### src/rtl/ils_pkg.sv
// Shared types and constants for the indentation level line scanner.
package ils_pkg;

   localparam int KIND_W  = 2;
   localparam int LINE_W  = 16;
   localparam int COL_W   = 12;
   localparam int LEVEL_W = 5;

   localparam logic [7:0]        CHAR_SPACE    = 8'd32;
   localparam logic [7:0]        CHAR_TAB      = 8'd9;
   localparam logic [7:0]        COMMENT_RESET = 8'd35;
   localparam logic [LINE_W-1:0] LINE_MAX      = '1;

   // Report kinds
   typedef enum logic [KIND_W-1:0] {
      KIND_LINE       = 2'd0,
      KIND_TAB        = 2'd1,
      KIND_BAD_INDENT = 2'd2,
      KIND_OVERFLOW   = 2'd3
   } kind_type;

   // One result entry
   typedef struct packed {
      kind_type            report_kind;
      logic [LINE_W-1:0]   line_number;
      logic [COL_W-1:0]    column;
      logic [COL_W-1:0]    end_column;
      logic [LEVEL_W-1:0]  level;
      logic                last;
   } result_type;

endpackage

### src/rtl/ils_ram.sv
// Generic single-port-write, single-port-read RAM with registered read data.
module ils_ram #(
   parameter int WIDTH = 12,
   parameter int DEPTH = 32,
   localparam int AW = (DEPTH > 1) ? $clog2(DEPTH) : 1
) (
   input  logic             clock,
   input  logic             we,
   input  logic [AW-1:0]    waddr,
   input  logic [WIDTH-1:0] wdata,
   input  logic             re,
   input  logic [AW-1:0]    raddr,
   output logic [WIDTH-1:0] rdata
);

   logic [WIDTH-1:0] mem [DEPTH];
   logic [WIDTH-1:0] rdata_ff;

   always_ff @(posedge clock) begin
      if (we) begin
         mem[waddr] <= wdata;
      end
      if (re) begin
         rdata_ff <= mem[raddr];
      end
   end

   assign rdata = rdata_ff;

endmodule

### src/rtl/ils_fifo.sv
// Small register-based FIFO used for the job queue and the result queue.
module ils_fifo #(
   parameter int WIDTH = 8,
   parameter int DEPTH = 4,
   localparam int PW = $clog2(DEPTH),
   localparam int CNTW = $clog2(DEPTH + 1)
) (
   input  logic             clock,
   input  logic             reset,
   input  logic             push,
   input  logic [WIDTH-1:0] wdata,
   output logic             full,
   input  logic             pop,
   output logic [WIDTH-1:0] rdata,
   output logic             empty
);

   logic [WIDTH-1:0] slot_ff [DEPTH];
   logic [PW-1:0]    wr_ptr_ff, wr_ptr_in;
   logic [PW-1:0]    rd_ptr_ff, rd_ptr_in;
   logic [CNTW-1:0]  count_ff, count_in;
   logic             do_push, do_pop;

   assign full    = (count_ff == CNTW'(DEPTH));
   assign empty   = (count_ff == '0);
   assign do_push = push & ~full;
   assign do_pop  = pop & ~empty;
   assign rdata   = slot_ff[rd_ptr_ff];

   // pointer and count update
   always_comb begin
      wr_ptr_in = wr_ptr_ff;
      rd_ptr_in = rd_ptr_ff;
      count_in  = count_ff;
      if (do_push) begin
         wr_ptr_in = (wr_ptr_ff == PW'(DEPTH - 1)) ? '0 : wr_ptr_ff + 1'b1;
      end
      if (do_pop) begin
         rd_ptr_in = (rd_ptr_ff == PW'(DEPTH - 1)) ? '0 : rd_ptr_ff + 1'b1;
      end
      if (do_push && !do_pop) begin
         count_in = count_ff + 1'b1;
      end else if (do_pop && !do_push) begin
         count_in = count_ff - 1'b1;
      end
   end

   always_ff @(posedge clock) begin
      if (reset) begin
         wr_ptr_ff <= '0;
         rd_ptr_ff <= '0;
         count_ff  <= '0;
      end else begin
         wr_ptr_ff <= wr_ptr_in;
         rd_ptr_ff <= rd_ptr_in;
         count_ff  <= count_in;
      end
   end

   // storage, no reset
   always_ff @(posedge clock) begin
      if (do_push) begin
         slot_ff[wr_ptr_ff] <= wdata;
      end
   end

endmodule

### src/rtl/ils_front.sv
// Front end: per-character line tracking, comment register, job generation.
module ils_front #(
   parameter int MAX_COLUMNS = 4096,
   localparam int CW = $clog2(MAX_COLUMNS)
) (
   input  logic                       clock,
   input  logic                       reset,
   input  logic                       csr_valid,
   output logic                       csr_ready,
   input  logic [7:0]                 csr_wdata,
   input  logic                       accept,
   input  logic [7:0]                 char_code,
   input  logic                       end_of_line,
   input  logic                       start_of_file,
   output logic                       job_push,
   output logic                       job_eol,
   output logic                       job_clear,
   output logic [ils_pkg::LINE_W-1:0] job_line,
   output logic [CW-1:0]              job_column,
   output logic [CW-1:0]              job_start,
   output logic [CW-1:0]              job_end
);
   import ils_pkg::*;

   localparam logic [CW-1:0] COL_MAX = CW'(MAX_COLUMNS - 1);

   logic [7:0]        comment_ff;
   logic [CW-1:0]     col_ff, col_in;
   logic [CW-1:0]     lead_ff, lead_in;
   logic              at_start_ff, at_start_in;
   logic              in_cmt_ff, in_cmt_in;
   logic [CW-1:0]     cstart_ff, cstart_in;
   logic [CW-1:0]     cend_ff, cend_in;
   logic [LINE_W-1:0] line_ff, line_in;
   logic              clear_ff, clear_in;
   logic [LINE_W-1:0] line_base, line_next;

   function automatic logic [CW-1:0] sat_inc(input logic [CW-1:0] v);
      return (v >= COL_MAX) ? COL_MAX : v + 1'b1;
   endfunction

   assign csr_ready = 1'b1;

   // start of file restarts the line count before this request
   assign line_base = start_of_file ? '0 : line_ff;
   assign line_next = (line_base == LINE_MAX) ? LINE_MAX : line_base + 1'b1;

   // job payload; tab jobs use the column, line-end jobs the leading spaces
   assign job_eol    = end_of_line;
   assign job_clear  = clear_ff | start_of_file;
   assign job_line   = line_next;
   assign job_column = end_of_line ? lead_ff : col_ff;
   assign job_start  = cstart_ff;
   assign job_end    = cend_ff;

   // character classification and line state
   always_comb begin
      col_in      = col_ff;
      lead_in     = lead_ff;
      at_start_in = at_start_ff;
      in_cmt_in   = in_cmt_ff;
      cstart_in   = cstart_ff;
      cend_in     = cend_ff;
      line_in     = line_ff;
      clear_in    = clear_ff;
      job_push    = 1'b0;
      if (accept) begin
         line_in = line_base;
         if (end_of_line) begin
            job_push    = 1'b1;
            line_in     = line_next;
            col_in      = '0;
            lead_in     = '0;
            at_start_in = 1'b1;
            in_cmt_in   = 1'b0;
            cstart_in   = '0;
            cend_in     = '0;
         end else if (!in_cmt_ff) begin
            if (char_code == CHAR_SPACE) begin
               if (at_start_ff) begin
                  lead_in = sat_inc(lead_ff);
               end
               col_in = sat_inc(col_ff);
            end else if (char_code == CHAR_TAB) begin
               job_push = 1'b1;
               col_in   = sat_inc(col_ff);
            end else if (char_code == comment_ff) begin
               in_cmt_in = 1'b1;
            end else begin
               if (at_start_ff) begin
                  cstart_in = col_ff;
               end
               at_start_in = 1'b0;
               cend_in     = sat_inc(col_ff);
               col_in      = sat_inc(col_ff);
            end
         end
         // a stack clear rides on the next job
         clear_in = job_push ? 1'b0 : (start_of_file | clear_ff);
      end
   end

   always_ff @(posedge clock) begin
      if (reset) begin
         comment_ff  <= COMMENT_RESET;
         col_ff      <= '0;
         lead_ff     <= '0;
         at_start_ff <= 1'b1;
         in_cmt_ff   <= 1'b0;
         cstart_ff   <= '0;
         cend_ff     <= '0;
         line_ff     <= '0;
         clear_ff    <= 1'b0;
      end else begin
         if (csr_valid) begin
            comment_ff <= csr_wdata;
         end
         col_ff      <= col_in;
         lead_ff     <= lead_in;
         at_start_ff <= at_start_in;
         in_cmt_ff   <= in_cmt_in;
         cstart_ff   <= cstart_in;
         cend_ff     <= cend_in;
         line_ff     <= line_in;
         clear_ff    <= clear_in;
      end
   end

endmodule

### src/rtl/ils_back.sv
// Back end: indentation stack push/pop sequencer and result generation.
module ils_back #(
   parameter int STACK_DEPTH = 32,
   parameter int MAX_COLUMNS = 4096,
   localparam int CW = $clog2(MAX_COLUMNS)
) (
   input  logic                       clock,
   input  logic                       reset,
   input  logic                       job_empty,
   output logic                       job_pop,
   input  logic                       job_eol,
   input  logic                       job_clear,
   input  logic [ils_pkg::LINE_W-1:0] job_line,
   input  logic [CW-1:0]              job_column,
   input  logic [CW-1:0]              job_start,
   input  logic [CW-1:0]              job_end,
   input  logic                       res_full,
   output logic                       res_push,
   output ils_pkg::result_type        res_data
);
   import ils_pkg::*;

   localparam int AW = $clog2(STACK_DEPTH);

   typedef enum logic [5:0] {
      S_IDLE     = 6'b000001,
      S_EVAL     = 6'b000010,
      S_DEDENT   = 6'b000100,
      S_POP_WAIT = 6'b001000,
      S_EMIT_ERR = 6'b010000,
      S_EMIT_LN  = 6'b100000
   } state_type;

   state_type         state_ff, state_in;
   logic              eol_ff, eol_in;
   logic [LINE_W-1:0] line_ff, line_in;
   logic [CW-1:0]     ls_ff, ls_in;
   logic [CW-1:0]     cs_ff, cs_in;
   logic [CW-1:0]     ce_ff, ce_in;
   logic [AW-1:0]     sp_ff, sp_in;
   logic [CW-1:0]     top_ff, top_in;
   kind_type          err_ff, err_in;

   logic              ram_we, ram_re;
   logic [AW-1:0]     ram_waddr, ram_raddr;
   logic [CW-1:0]     ram_rdata;
   logic              room;

   ils_ram #(
      .WIDTH (CW),
      .DEPTH (STACK_DEPTH)
   ) u_stack (
      .clock (clock),
      .we    (ram_we),
      .waddr (ram_waddr),
      .wdata (ls_ff),
      .re    (ram_re),
      .raddr (ram_raddr),
      .rdata (ram_rdata)
   );

   // another level fits above the current top
   assign room      = ((AW + 1)'(sp_ff) + 1'b1) < (AW + 1)'(STACK_DEPTH);
   assign ram_waddr = sp_ff + 1'b1;
   assign ram_raddr = sp_ff - 1'b1;

   // sequencer
   always_comb begin
      state_in = state_ff;
      eol_in   = eol_ff;
      line_in  = line_ff;
      ls_in    = ls_ff;
      cs_in    = cs_ff;
      ce_in    = ce_ff;
      sp_in    = sp_ff;
      top_in   = top_ff;
      err_in   = err_ff;
      job_pop  = 1'b0;
      ram_we   = 1'b0;
      ram_re   = 1'b0;
      res_push = 1'b0;
      res_data = '{report_kind: KIND_LINE, line_number: line_ff,
                   column: COL_W'(cs_ff), end_column: COL_W'(ce_ff),
                   level: LEVEL_W'(sp_ff), last: 1'b1};
      case (state_ff)
         S_IDLE: begin
            if (!job_empty) begin
               job_pop  = 1'b1;
               eol_in   = job_eol;
               line_in  = job_line;
               ls_in    = job_column;
               cs_in    = job_start;
               ce_in    = job_end;
               if (job_clear) begin
                  sp_in  = '0;
                  top_in = '0;
               end
               state_in = S_EVAL;
            end
         end
         S_EVAL: begin
            if (!eol_ff) begin
               err_in   = KIND_TAB;
               state_in = S_EMIT_ERR;
            end else if (ls_ff > top_ff) begin
               if (room) begin
                  ram_we   = 1'b1;
                  sp_in    = sp_ff + 1'b1;
                  top_in   = ls_ff;
                  state_in = S_EMIT_LN;
               end else begin
                  err_in   = KIND_OVERFLOW;
                  state_in = S_EMIT_ERR;
               end
            end else if (ls_ff < top_ff) begin
               state_in = S_DEDENT;
            end else begin
               state_in = S_EMIT_LN;
            end
         end
         S_DEDENT: begin
            if (sp_ff != '0 && ls_ff < top_ff) begin
               ram_re   = 1'b1;
               state_in = S_POP_WAIT;
            end else if (ls_ff != top_ff) begin
               err_in   = KIND_BAD_INDENT;
               state_in = S_EMIT_ERR;
            end else begin
               state_in = S_EMIT_LN;
            end
         end
         S_POP_WAIT: begin
            // bottom entry is never written; its zero level is used here instead of the read data
            sp_in    = sp_ff - 1'b1;
            top_in   = (sp_ff == AW'(1)) ? '0 : ram_rdata;
            state_in = S_DEDENT;
         end
         S_EMIT_ERR: begin
            res_data = '{report_kind: err_ff, line_number: line_ff,
                         column: COL_W'(ls_ff), end_column: '0,
                         level: '0, last: ~eol_ff};
            if (!res_full) begin
               res_push = 1'b1;
               state_in = eol_ff ? S_EMIT_LN : S_IDLE;
            end
         end
         S_EMIT_LN: begin
            if (!res_full) begin
               res_push = 1'b1;
               state_in = S_IDLE;
            end
         end
         default: begin
            state_in = S_IDLE;
         end
      endcase
   end

   always_ff @(posedge clock) begin
      if (reset) begin
         state_ff <= S_IDLE;
         sp_ff    <= '0;
         top_ff   <= '0;
      end else begin
         state_ff <= state_in;
         sp_ff    <= sp_in;
         top_ff   <= top_in;
      end
   end

   // job payload, no reset
   always_ff @(posedge clock) begin
      eol_ff  <= eol_in;
      line_ff <= line_in;
      ls_ff   <= ls_in;
      cs_ff   <= cs_in;
      ce_ff   <= ce_in;
      err_ff  <= err_in;
   end

endmodule

### src/rtl/indentation_level_line_scanner.sv
// Top level: offside-rule indentation scanner with decoupled front and back ends.
// Front end takes one request per cycle while its 4-entry job queue has room.
// Back end takes one job at a time: a tab job gives one error result; a line-end job passes
// EVAL, a DEDENT/POP_WAIT pair per popped level, any error result, then the line result.
// Synchronous active-high reset clears control state, empties both queues, empties
// the indentation stack and sets the comment character to 35; no clearing pass.
module indentation_level_line_scanner #(
   parameter int STACK_DEPTH = 32,
   parameter int MAX_COLUMNS = 4096
) (
   input  logic                        clock,
   input  logic                        reset,
   input  logic                        req_push,
   output logic                        req_full,
   input  logic [7:0]                  req_char_code,
   input  logic                        req_end_of_line,
   input  logic                        req_start_of_file,
   output logic                        rsp_empty,
   input  logic                        rsp_pop,
   output logic [ils_pkg::KIND_W-1:0]  rsp_report_kind,
   output logic [ils_pkg::LINE_W-1:0]  rsp_line_number,
   output logic [ils_pkg::COL_W-1:0]   rsp_column,
   output logic [ils_pkg::COL_W-1:0]   rsp_end_column,
   output logic [ils_pkg::LEVEL_W-1:0] rsp_level,
   output logic                        rsp_last,
   input  logic                        csr_valid,
   output logic                        csr_ready,
   input  logic [7:0]                  csr_wdata
);
   import ils_pkg::*;

   localparam int CW      = $clog2(MAX_COLUMNS);
   localparam int JOB_W   = 2 + LINE_W + 3 * CW;
   localparam int RES_W   = $bits(result_type);
   localparam int Q_DEPTH = 4;

   logic              accept;
   logic              job_push, job_full, job_pop, job_empty;
   logic              f_eol, f_clear, b_eol, b_clear;
   logic [LINE_W-1:0] f_line, b_line;
   logic [CW-1:0]     f_col, f_start, f_end, b_col, b_start, b_end;
   logic [JOB_W-1:0]  job_wdata, job_rdata;
   logic              res_push, res_full;
   result_type        res_data, rsp_word;
   logic [RES_W-1:0]  rsp_bits;

   assign accept    = req_push & ~job_full;
   assign req_full  = job_full;

   ils_front #(
      .MAX_COLUMNS (MAX_COLUMNS)
   ) u_front (
      .clock         (clock),
      .reset         (reset),
      .csr_valid     (csr_valid),
      .csr_ready     (csr_ready),
      .csr_wdata     (csr_wdata),
      .accept        (accept),
      .char_code     (req_char_code),
      .end_of_line   (req_end_of_line),
      .start_of_file (req_start_of_file),
      .job_push      (job_push),
      .job_eol       (f_eol),
      .job_clear     (f_clear),
      .job_line      (f_line),
      .job_column    (f_col),
      .job_start     (f_start),
      .job_end       (f_end)
   );

   // job queue between front and back
   assign job_wdata = {f_eol, f_clear, f_line, f_col, f_start, f_end};
   assign {b_eol, b_clear, b_line, b_col, b_start, b_end} = job_rdata;

   ils_fifo #(
      .WIDTH (JOB_W),
      .DEPTH (Q_DEPTH)
   ) u_job_q (
      .clock (clock),
      .reset (reset),
      .push  (job_push),
      .wdata (job_wdata),
      .full  (job_full),
      .pop   (job_pop),
      .rdata (job_rdata),
      .empty (job_empty)
   );

   ils_back #(
      .STACK_DEPTH (STACK_DEPTH),
      .MAX_COLUMNS (MAX_COLUMNS)
   ) u_back (
      .clock      (clock),
      .reset      (reset),
      .job_empty  (job_empty),
      .job_pop    (job_pop),
      .job_eol    (b_eol),
      .job_clear  (b_clear),
      .job_line   (b_line),
      .job_column (b_col),
      .job_start  (b_start),
      .job_end    (b_end),
      .res_full   (res_full),
      .res_push   (res_push),
      .res_data   (res_data)
   );

   // result queue toward the consumer
   ils_fifo #(
      .WIDTH (RES_W),
      .DEPTH (Q_DEPTH)
   ) u_res_q (
      .clock (clock),
      .reset (reset),
      .push  (res_push),
      .wdata (res_data),
      .full  (res_full),
      .pop   (rsp_pop),
      .rdata (rsp_bits),
      .empty (rsp_empty)
   );

   assign rsp_word        = result_type'(rsp_bits);
   assign rsp_report_kind = rsp_word.report_kind;
   assign rsp_line_number = rsp_word.line_number;
   assign rsp_column      = rsp_word.column;
   assign rsp_end_column  = rsp_word.end_column;
   assign rsp_level       = rsp_word.level;
   assign rsp_last        = rsp_word.last;

`ifndef SYNTHESIS
   // front never produces a job the queue cannot take
   a_job_no_overrun: assert property (@(posedge clock) disable iff (reset)
      job_push |-> !job_full)
      else $error("job written while queue full");

   // back never produces a result the queue cannot take
   a_res_no_overrun: assert property (@(posedge clock) disable iff (reset)
      res_push |-> !res_full)
      else $error("result written while queue full");

   // a line report always closes the request
   a_line_is_last: assert property (@(posedge clock) disable iff (reset)
      (res_push && res_data.report_kind == KIND_LINE) |-> res_data.last)
      else $error("line report not marked last");

   // error reports carry no span and no level
   a_err_fields: assert property (@(posedge clock) disable iff (reset)
      (res_push && res_data.report_kind != KIND_LINE)
         |-> (res_data.end_column == '0 && res_data.level == '0))
      else $error("error report with span or level");
`endif

endmodule
### config.mk
export PLATFORM = sky130hd
export DESIGN_NAME = indentation_level_line_scanner
export DESIGN_NICKNAME = d
export VERILOG_FILES = /design/src/rtl/ils_pkg.sv /design/src/rtl/ils_ram.sv /design/src/rtl/ils_fifo.sv /design/src/rtl/ils_front.sv /design/src/rtl/ils_back.sv /design/src/rtl/indentation_level_line_scanner.sv
export SDC_FILE = /design/constraint.sdc
export NUM_CORES = 1
export LEC_CHECK = 0
export ABC_AREA = 1
export BUFFER_PORTS_ARGS = -buffer_cell sky130_fd_sc_hd__buf_2
export CAP_MARGIN = 0
export CORE_UTILIZATION = 50
export DETAILED_ROUTE_END_ITERATION = 8
export GPL_TIMING_DRIVEN = 0
export HOLD_SLACK_MARGIN = 0.02
export PLACE_DENSITY_LB_ADDON = 0.05
export SETUP_SLACK_MARGIN = 0.02
export SLEW_MARGIN = 5
export SYNTH_ARGS = -nofsm -noshare
export SYNTH_HDL_FRONTEND = slang
export SYNTH_SLANG_ARGS = --single-unit
### constraint.sdc
create_clock -name clock -period 5 [get_ports clock]
set_input_delay 0.75 -clock clock [delete_from_list [all_inputs] [get_ports clock]]
set_output_delay 0.75 -clock clock [all_outputs]
set_load 0.1 [all_outputs]
After elaboration in Yosys (flattened, before gate mapping)
Memory sizes are Yosys's and may differ from the RTL's. A register that Yosys moved wholly into a read port is not among the register bits. Cells that the tools add are included.

Word-level logic and storage cells: 219. Memories: 3. RAM bits: 792. Output and inout bits: 51. Flip-flop bits (word level): 167. Latch bits: 0. Bits in read-only memories: 0. Bits of input ports: 23.

$add $sub $neg: 14. Order comparisons: 5. Divide/modulo/power cells: 0. Reduce and logical (&&, ||, !) cells: 27. Equality and inequality tests: 34. Shift operators: 0. Multipliers: 0. Mux-type cells: 101. Bitwise operators: 11.

Memory list: u_back.u_stack.mem (words 32, width 12, rd ports 1, clocked after Yosys merged registers in 1, wr ports 1, RTL line ils_ram.sv:16) `logic [WIDTH-1:0] mem [DEPTH];`; u_job_q.slot_ff (words 4, width 54, rd ports 1, clocked after Yosys merged registers in 1, wr ports 1, RTL line ils_fifo.sv:18) `logic [WIDTH-1:0] slot_ff [DEPTH];`; u_res_q.slot_ff (words 4, width 48, rd ports 1, clocked after Yosys merged registers in 1, wr ports 1, RTL line ils_fifo.sv:18).

Operators by type and width (number): 12-bit two-way mux (28); 6-bit two-way mux (10); 16-bit two-way mux (3); 48-bit two-way mux (1); 12-bit one-hot mux with 3 select lines (1); 6-bit one-hot mux with 6 select lines (1); 1-bit two-way mux (33); 2-bit two-way mux (13); 5-bit two-way mux (5); 12-bit by 1-bit adder with 12-bit output (second input constant) (2); 12-bit >= comparator (second input constant) (2); 2-bit != test (second input constant) (9); 16-bit by 1-bit adder with 16-bit output (second input constant) (1); 16-bit == test (second input constant) (1); 5-bit one-hot mux with 3 select lines (1); 12-bit greater-than comparator (1); 12-bit less-than comparator (1); 3-bit two-way mux (4); 12-bit != test (1); 6-bit AND reduction (2); 5-bit AND reduction (2); 2-bit nonzero test (5); 2-bit by 1-bit adder with 2-bit output (second input constant) (4); 2-bit == test (second input constant) (4); other kinds (33) (57).

Longest topological paths before layout
Gate-level depths: netlist of the first run.

Word-level depth: 12. Gate-level depth with buffers: 16. Depth with buffers taken out: 15.

Hierarchy
A second synthesis of the first run with hierarchy kept.

Cells, all modules: 3596. Area total of the unflattened synthesis: 40563.9 sq um.

Modules (own cells, without submodules): ils_ram (area an instance 16019.1 sq um, cells each 1358, seq. area each 11891.4 sq um, instances 1); ils_fifo (u_job_q) (area an instance 8489.4 sq um, cells each 593, seq. area each 6666.4 sq um, instances 1); ils_fifo (u_res_q) (area an instance 7678.6 sq um, cells each 536, seq. area each 5945.7 sq um, instances 1); ils_front (area an instance 4584.4 sq um, cells each 706, seq. area each 1501.4 sq um, instances 1); ils_back (area an instance 3782.4 sq um, cells each 401, seq. area each 2112.0 sq um, instances 1); indentation_level_line_scanner (area an instance 10.0 sq um, cells each 2, seq. area each 0.0 sq um, instances 1).

Worst setup path before layout of the first run
OpenSTA, ideal clock, no wires.

Path kind: input port to flip-flop. From: in req_end_of_line. To: mem u_job_q.slot_ff[0][0] (netlist name) (enable). Arrival: 3837 ps. Path slack: 697 ps. Required time: 4534 ps. Library setup time: 466 ps. Cell stages on the path: 5. Path buffers: 1. Cell sequence: buf_2 > clkinv_1 > a21oi_4 > nand2_1 > nor2_1.

Word-level cells in the longest chain between the ends: 6.

RTL lines: from (decl) (RTL line indentation_level_line_scanner.sv:16) `input logic req_end_of_line,`; 1-bit two-way mux (RTL line ils_front.sv:69) `if (end_of_line) begin`; 1-bit two-way mux (2 in a row) (RTL line ils_front.sv:67) `if (accept) begin`; 1-bit AND (RTL line ils_fifo.sv:26) `assign do_push = push & ~full;`; 1-bit two-way mux (RTL line ils_fifo.sv:62) `if (do_push) begin`; 1-bit two-way mux (implied by the code) (RTL line ils_fifo.sv:63) `slot_ff[wr_ptr_ff] <= wdata;`; to (decl) (RTL line ils_fifo.sv:18).

Every way passes these cells. The select of a mux whose other input is x is not followed.

Worst setup path in the final report of the first run
From: reg u_back.ls_ff[10]. To: mem u_back.u_stack.mem[25][5] (enable).

Word-level cells in the longest chain between the ends: 6.

RTL lines: from (decl) (RTL line ils_back.sv:37) `logic [CW-1:0] ls_ff, ls_in;`; from (signal assigned) (RTL line ils_back.sv:175) `ls_ff <= ls_in;`; 12-bit greater-than comparator (RTL line ils_back.sv:105) `end else if (ls_ff > top_ff) begin`; 1-bit two-way mux (RTL line ils_back.sv:105); 1-bit two-way mux (RTL line ils_back.sv:102) `if (!eol_ff) begin`; 1-bit two-way mux (RTL line ils_back.sv:85) `case (state_ff)`; 1-bit two-way mux (RTL line ils_ram.sv:20) `if (we) begin`; 1-bit two-way mux (implied by the code) (RTL line ils_ram.sv:21) `mem[waddr] <= wdata;`; to (decl) (RTL line ils_ram.sv:16).

Every way passes these cells.

==> results.sh, run 1 <==
export IMPL_worst_setup_path_type="reg -> reg"
export IMPL_fin_crit_sh_pct=90.4
export IMPL_hold_viol_final=0
export IMPL_synth_nets=3387
export IMPL_max_freq_mhz=221
export IMPL_worst_r2r_path_depth=10
export IMPL_dr_max_layer_used="met5"
export IMPL_htree_levels=3
export IMPL_hp_class="in -> reg"
export IMPL_final_common_cell="edfxtp_1"
export IMPL_place_congestion=0.919
export IMPL_dieArea_sq_mm=0.0803
export IMPL_postSynthCellCount=3328
export IMPL_wl_met1_um=51500
export IMPL_drtPass1Iterations=6
export IMPL_dr_total_vias=26912
export IMPL_hold_depth=3
export IMPL_numCtsBuffers=101
export IMPL_r2r_slack_ns=0.48
export IMPL_synth_edf_count=859
export IMPL_grt_antenna_before_repair=9
export IMPL_drv_cap=0
export IMPL_final_cell_mix="edfxtp_1, nor2_1, o21ai_0, nand2_1, inv_1"
export IMPL_fin_crit_ns=4.52
export IMPL_drt_iter0_drc=2862
export IMPL_synthArstFlopShare_pct=0
export IMPL_synthesis_area_sq_mm=0.0396
export IMPL_grt_pass1_wl_um=165000
export IMPL_crit_required_ns=5.26
export IMPL_powerDensity_mw_per_mm2=672
export IMPL_fin_area_sq_mm=0.0454
export IMPL_start_kind="flop"
export IMPL_clockBufferDepth=3
export IMPL_reg2reg_from="u_back.ls_ff[10]"
export IMPL_dr_wl_met3_um=9650
export IMPL_cts_tree="done"
export IMPL_setup_viol=0
export IMPL_hold_path_end="u_front.comment_ff[5]"
export IMPL_insertion_delay_ns=0.67
export IMPL_avgSynthCellArea_sq_um=11.9
export IMPL_grt_total_usage_pct=27.6
export IMPL_seq_area_frac_synth_pct=71.1
export IMPL_ctsHoldBuffers=0
export IMPL_wl_um=112000
export IMPL_utilization_pct=58.3
export IMPL_design_core_area_sq_mm=0.0778
export IMPL_die_h_um=283
export IMPL_arrival_ns=4.78
export IMPL_synth_yosys_warnings=0
export IMPL_wl_met2_um=49200
export IMPL_nets=3594
export IMPL_tightest_slew_ns=1.41
export IMPL_drv_slew=0
export IMPL_synth_cell_type_count=52
export IMPL_wl_per_cell_um=24.0
export IMPL_die_w_um=283
export IMPL_grt_ovfl_total=0
export IMPL_status="complete, no violations"
export IMPL_skew_ns=0.0281
export IMPL_final_antenna_net_count=0
export IMPL_crit_path_end_kind="flop"
export IMPL_rsz0062_at_grt="false"
export IMPL_cts_sinks=975
export IMPL_vias_per_cell=5.78
export IMPL_drc=0
export IMPL_cts_root_buf="clkbuf_16"
export IMPL_synth_top_flop_cell="edfxtp_1"
export IMPL_grt_pass1_vias=25793
export IMPL_dpl_instance_area_sq_mm=0.0420
export IMPL_worstReg2RegEnd="u_back.u_stack.mem[25][5]"
export IMPL_vdd_drop_max_uv=400
export IMPL_hpwl_um=76900
export IMPL_drive_gt1_share_pct=9.98
export IMPL_post_cts_buffers=0
export IMPL_grt_max_degree=35
export IMPL_portBuffers=71
export IMPL_path_max_fanout=34
export IMPL_core_rowCount=102
export IMPL_power_leakage_nw=15.5
export IMPL_holdCritStartpoint="csr_wdata[5]"
export IMPL_relSlewSlack_pct=6.00
export IMPL_path_clk_slew_ns=0.06
export IMPL_p_total_mw=30.5
export IMPL_ys_ff_latch=975
export IMPL_syn_to_final_growth_pct=14.7
export IMPL_initial_core_util_pct=50.8
export IMPL_cts_resized_gates=0
export IMPL_io_pins=74
[cells by family after synthesis]
family	Yosys count	synth area share, %
other	1	0.00948
xor gates and xnor gates	22	0.554
buffers and inverters	364	3.82
and+or+nand+nor	1069	11.0
DFF	975	71.1
AOI/OAI and AO/OA	837	11.7
adders and majority gates	36	1.18
muxes	24	0.607
[power breakdown]
part / internal, mW / switching [mW] / total, mW
combinational: 2.87 / 9.25 / 12.1
sequential: 10.3 / 0.638 / 11.0
clock: 4.30 / 3.13 / 7.43
[layout make-up]
cell class	instances	area (sq um)
Clock inverter	67	641
Sequential cell	975	28100
Timing Repair Buffer	104	1150
Clock buffer	118	2640
Buffer	187	848
Fill cell	6323	32500
Inverter	177	664
Multi-Input combinational cell	1989	10000
Tap cell	1040	1300
Antenna cell	2	5.00
[per-layer routing]
layer / track usage [%] / up-vias
met5: 0 / -
met4: 5.73 / 4
met3: 4.94 / 105
met2: 41.0 / 1054
met1: 42.6 / 13396
li1: - / 12353
[worst max-delay path, stage by stage, from the launching register on]
cell,delay (ns)
edfxtp_1,1.28
ha_1,0.42
nand2_1,0.08
nor2_1,0.06
nand2_1,0.08
nor2_1,0.06
inv_1,0.11
nand3_1,0.11
nor2_1,0.32
nand2_1,0.46
nor2_1,1.09
[Yosys cell counts, types with 16 or more instances]
library cell	n	area [sq um]
nand2_1	262	983
ha_1	34	425
nor2_1	664	2490
clkbuf_1	124	465
xor2_1	20	175
dfxtp_1	116	2320
o211ai_1	49	368
o32ai_1	24	210
mux2i_1	24	240
nor3_1	16	80.1
inv_1	162	608
a21oi_1	96	480
o21ai_0	468	2340
edfxtp_1	859	25800
nand4_1	17	106
buf_2	31	155
o21ai_1	37	185
o22ai_1	141	882
nand3_1	74	370
[state kept, by name (all words and copies together), names as in the netlist, 5 cells and up, named ones only]
| register | count |
|---|---|
| u_front.job_end | 12 |
| u_back.sp_ff | 5 |
| u_back.u_stack.rdata | 12 |
| u_front.comment_ff | 8 |
| u_front.line_ff | 16 |
| u_front.lead_ff | 12 |
| u_res_q.slot_ff | 192 |
| u_back.cs_ff | 12 |
| u_back.state_ff | 6 |
| u_back.ce_ff | 12 |
| u_back.top_ff | 12 |
| u_back.ls_ff | 12 |
| u_front.job_start | 12 |
| u_front.col_ff | 12 |
| u_back.line_ff | 16 |
| u_job_q.slot_ff | 216 |
| u_back.u_stack.mem | 384 |
[metrics by stage]
stage	instances	hold slack, ns	TNS, ns	worst slack, ns
after floorplan	3328	0.430	0	0.697
after global placement	4439	0.441	-466.49	-1.88
after detailed placement	4471	0.456	0	0.190
after CTS	4656	0.264	0	0.163
after global routing	4657	0.299	0	0.264
final	4659	0.307	0	0.478
[how the worst max path moves through the flow]
stage / slack (ns) / to / cells after the start / startpoint
finish: 0.48 / u_back.u_stack.mem[25][5] / 10 / u_back.ls_ff[10]
global route: 0.26 / u_back.u_stack.mem[10][3] / 10 / u_back.ls_ff[10]
CTS: 0.16 / u_back.u_stack.mem[26][4] / 13 / u_back.ls_ff[0]
detailed placement: 0.19 / u_back.u_stack.mem[26][2] / 13 / u_back.ls_ff[0]
global placement: -1.88 / u_job_q.slot_ff[0][18] / 6 / req_end_of_line
floorplan: 0.70 / u_job_q.slot_ff[0][0] / 5 / req_end_of_line
No activity file was read; power rests on OpenSTA's default activity.
==> run 2: changes to the inputs <==
--- a/config.mk
+++ b/config.mk
@@ -17,4 +17,5 @@
 export SLEW_MARGIN = 5
 export SYNTH_ARGS = -nofsm -noshare
 export SYNTH_HDL_FRONTEND = slang
+export SYNTH_HIERARCHICAL = 1
 export SYNTH_SLANG_ARGS = --single-unit
==> results.sh, run 2 <==
export IMPL_status="complete, no violations"
export IMPL_avgSynthCellArea_sq_um=11.3
export IMPL_drt_iter0_drc=2934
export IMPL_portBuffers=70
export IMPL_p_seq_share_pct=36.8
export IMPL_rsz0062_at_grt="false"
export IMPL_internal_power_mw=17.5
export IMPL_grt_ovfl_total=0
export IMPL_skew_ns=0.0232
export IMPL_fin_setup_tns_ns=0
export IMPL_utilization_pct=57.7
export IMPL_seq_area_frac_synth_pct=69.3
export IMPL_core_rowCount=104
export IMPL_worst_setup_path_type="reg -> reg"
export IMPL_p_total_mw=29.7
export IMPL_setup_viol=0
export IMPL_p_clk_share_pct=24.9
export IMPL_grt_max_degree=58
export IMPL_synth_cell_type_count=51
export IMPL_tightest_slew_ns=1.33
export IMPL_drv_cap=0
export IMPL_final_cell_mix="edfxtp_1, nand2_1, nand3_1, nor2_1, o21ai_0"
export IMPL_htree_levels=3
export IMPL_grt_pass1_wl_um=163000
export IMPL_cts_tree="done"
export IMPL_yosys_top_cells_count="edfxtp_1, nand2_1, nand3_1"
export IMPL_postSynthCellCount=3596
export IMPL_fin_crit_sh_pct=87.3
export IMPL_drc=0
export IMPL_crit_path_end_kind="flop"
export IMPL_drtPass1Iterations=6
export IMPL_start_kind="flop"
export IMPL_dr_total_vias=27832
export IMPL_die_w_um=287
export IMPL_hold_viol_final=0
export IMPL_post_cts_buffers=0
export IMPL_vias_per_cell=5.64
export IMPL_place_congestion=0.955
export IMPL_synth_edf_count=859
export IMPL_yosysMostFrequentCell="edfxtp_1"
export IMPL_crit_required_ns=5.26
export IMPL_syn_to_final_growth_pct=14.3
export IMPL_synth_top_area_share_pct=63.6
export IMPL_drive_gt1_share_pct=13.1
export IMPL_power_leakage_nw=17.0
export IMPL_hpwl_um=76200
export IMPL_nets=3856
export IMPL_initial_core_util_pct=50.4
export IMPL_n_antenna_cell=0
export IMPL_final_antenna_net_count=0
export IMPL_ys_ff_latch=975
export IMPL_ctsHoldBuffers=0
export IMPL_p_switching_mw=12.2
export IMPL_wl_per_cell_um=22.1
export IMPL_relSlewSlack_pct=11.2
export IMPL_path_max_fanout=16
export IMPL_wl_um=109000
export IMPL_vdd_drop_max_uv=364
export IMPL_synth_yosys_warnings=6
export IMPL_io_pins=74
export IMPL_grt_total_usage_pct=26.5
export IMPL_dieArea_sq_mm=0.0823
export IMPL_cts_sinks=975
export IMPL_synth_largest_area_cell="edfxtp_1"
export IMPL_switching_share_pct=41.0
export IMPL_powerDensity_mw_per_mm2=641
export IMPL_insertion_delay_ns=0.66
export IMPL_largest_reg_flops=384
export IMPL_grt_pass1_vias=26584
export IMPL_ys_top_cells_by_area="edfxtp_1, nand2_1, dfxtp_1, nand3_1, nor2_1"
export IMPL_arrival_ns=4.63
export IMPL_combPwrFrac_pct=38.3
export IMPL_numCtsBuffers=98
export IMPL_cts_root_buf="clkbuf_16"
export IMPL_synth_nets=3651
export IMPL_grt_antenna_before_repair=7
export IMPL_synth_top_flop_cell="edfxtp_1"
export IMPL_regMostFlops="u_back/u_stack/mem"
export IMPL_die_h_um=287
export IMPL_reg_top3="u_back/u_stack/mem x384, u_job_q/slot_ff x216, u_res_q/slot_ff x192"
export IMPL_cts_resized_gates=0
export IMPL_drv_slew=0
export IMPL_clockBufferDepth=3
export IMPL_synthesis_area_sq_mm=0.0406
export IMPL_final_common_cell="edfxtp_1"
export IMPL_max_freq_mhz=229
export IMPL_synthArstFlopShare_pct=0
export IMPL_fin_crit_ns=4.37
export IMPL_fillers=6601
export IMPL_path_clk_slew_ns=0.06
export IMPL_hp_class="in -> reg"
export IMPL_design_core_area_sq_mm=0.0804
[run 2: cell count changes in the layout (fill, tap and decap cells not counted), moves of 14 or more]
cell,delta
a21oi_1,-14
buf_2,+52
buf_4,+25
clkbuf_1,-90
mux2i_1,-24
nand2_1,+509
nand3_1,+356
nor2_1,-282
nor2_2,+22
o211ai_1,-47
o21ai_0,-238
o21ai_1,+25
o22ai_1,-38
o32ai_1,-24
[run 2: routing by layer]
layer / vias up / global-route usage, % / wire length [um]
li1: 12995 / - / -
met2: 981 / 40.6 / 49300
met4: 0 / 6.62 / 2090
met5: - / 0 / 0
met3: 146 / 3.24 / 7260
met1: 13710 / 40.3 / 50300
[run 2: logic make-up (layout without fill, tap and decap cells)]
| group | after synthesis | in the layout | share of synthesized area [%] |
|---|---|---|---|
| buffers and inverters | 386 | 668 | 4.69 |
| DFF | 975 | 975 | 69.3 |
| and+or+nand+nor | 1676 | 1676 | 17.7 |
| adders and majority gates | 32 | 32 | 1.02 |
| xor gates and xnor gates | 23 | 23 | 0.497 |
| other | 1 | 1 | 0.00924 |
| AOI/OAI and AO/OA | 503 | 503 | 6.71 |
[run 2: path summary, 6_finish.rpt]
| path | slack [ns] | endpoint | startpoint | depth (start not counted) |
|---|---|---|---|---|
| min reg2reg | 0.47 | u_front/at_start_ff | u_front/at_start_ff | 2 |
| max | 0.63 | u_back/u_stack/mem[22][11] | u_back/ls_ff[0] | 9 |
| min | 0.31 | u_front/comment_ff[1] | csr_wdata[1] | 3 |
| max reg2reg | 0.63 | u_back/u_stack/mem[22][11] | u_back/ls_ff[0] | 9 |
[run 2: critical path, stage by stage, from the launching register on]
cell and delay (ns):
edfxtp_1 0.86, inv_1 0.30, ha_1 0.37, nand3_1 0.15, nor2_1 0.06, nand2_1 0.16
nand3_4 0.12, nor2_1 0.30, nand3_1 0.50, nor2_1 1.14
[run 2: power groups by stage]
stage | registers, mW | logic (mW) | clock network, mW
2_1_floorplan | 11.0 | 7.09 | 0
3_3_place_gp | 11.6 | 10.1 | 0
3_5_place_dp | 11.1 | 11.2 | 0
4_1_cts | 11.0 | 11.2 | 7.54
5_1_grt | 11.0 | 12.2 | 7.85
6_report | 10.9 | 11.4 | 7.41
[run 2: final cells by class]
type | count | area, sq um | area share (%)
Tap cell | 1060 | 1330 | 2.86
Clock inverter | 57 | 593 | 1.28
Inverter | 191 | 732 | 1.58
Sequential cell | 975 | 28100 | 60.6
Timing Repair Buffer | 105 | 1160 | 2.49
Multi-Input combinational cell | 2235 | 10600 | 22.9
Buffer | 195 | 1170 | 2.53
Clock buffer | 120 | 2660 | 5.74
[run 2: stage by stage]
| stage | std cells | worst slack, ns | hold slack [ns] | instance area [sq um] |
|---|---|---|---|---|
| detailed placement | 4760 | 0.0711 | 0.452 | 43100 |
| floorplan | 3596 | 0.183 | 0.429 | 40600 |
| global route | 4938 | 0.449 | 0.293 | 46400 |
| CTS | 4937 | 0.0598 | 0.274 | 46300 |
| global placement | 4726 | -2.11 | 0.448 | 42200 |
| finish | 4938 | 0.635 | 0.310 | 46400 |
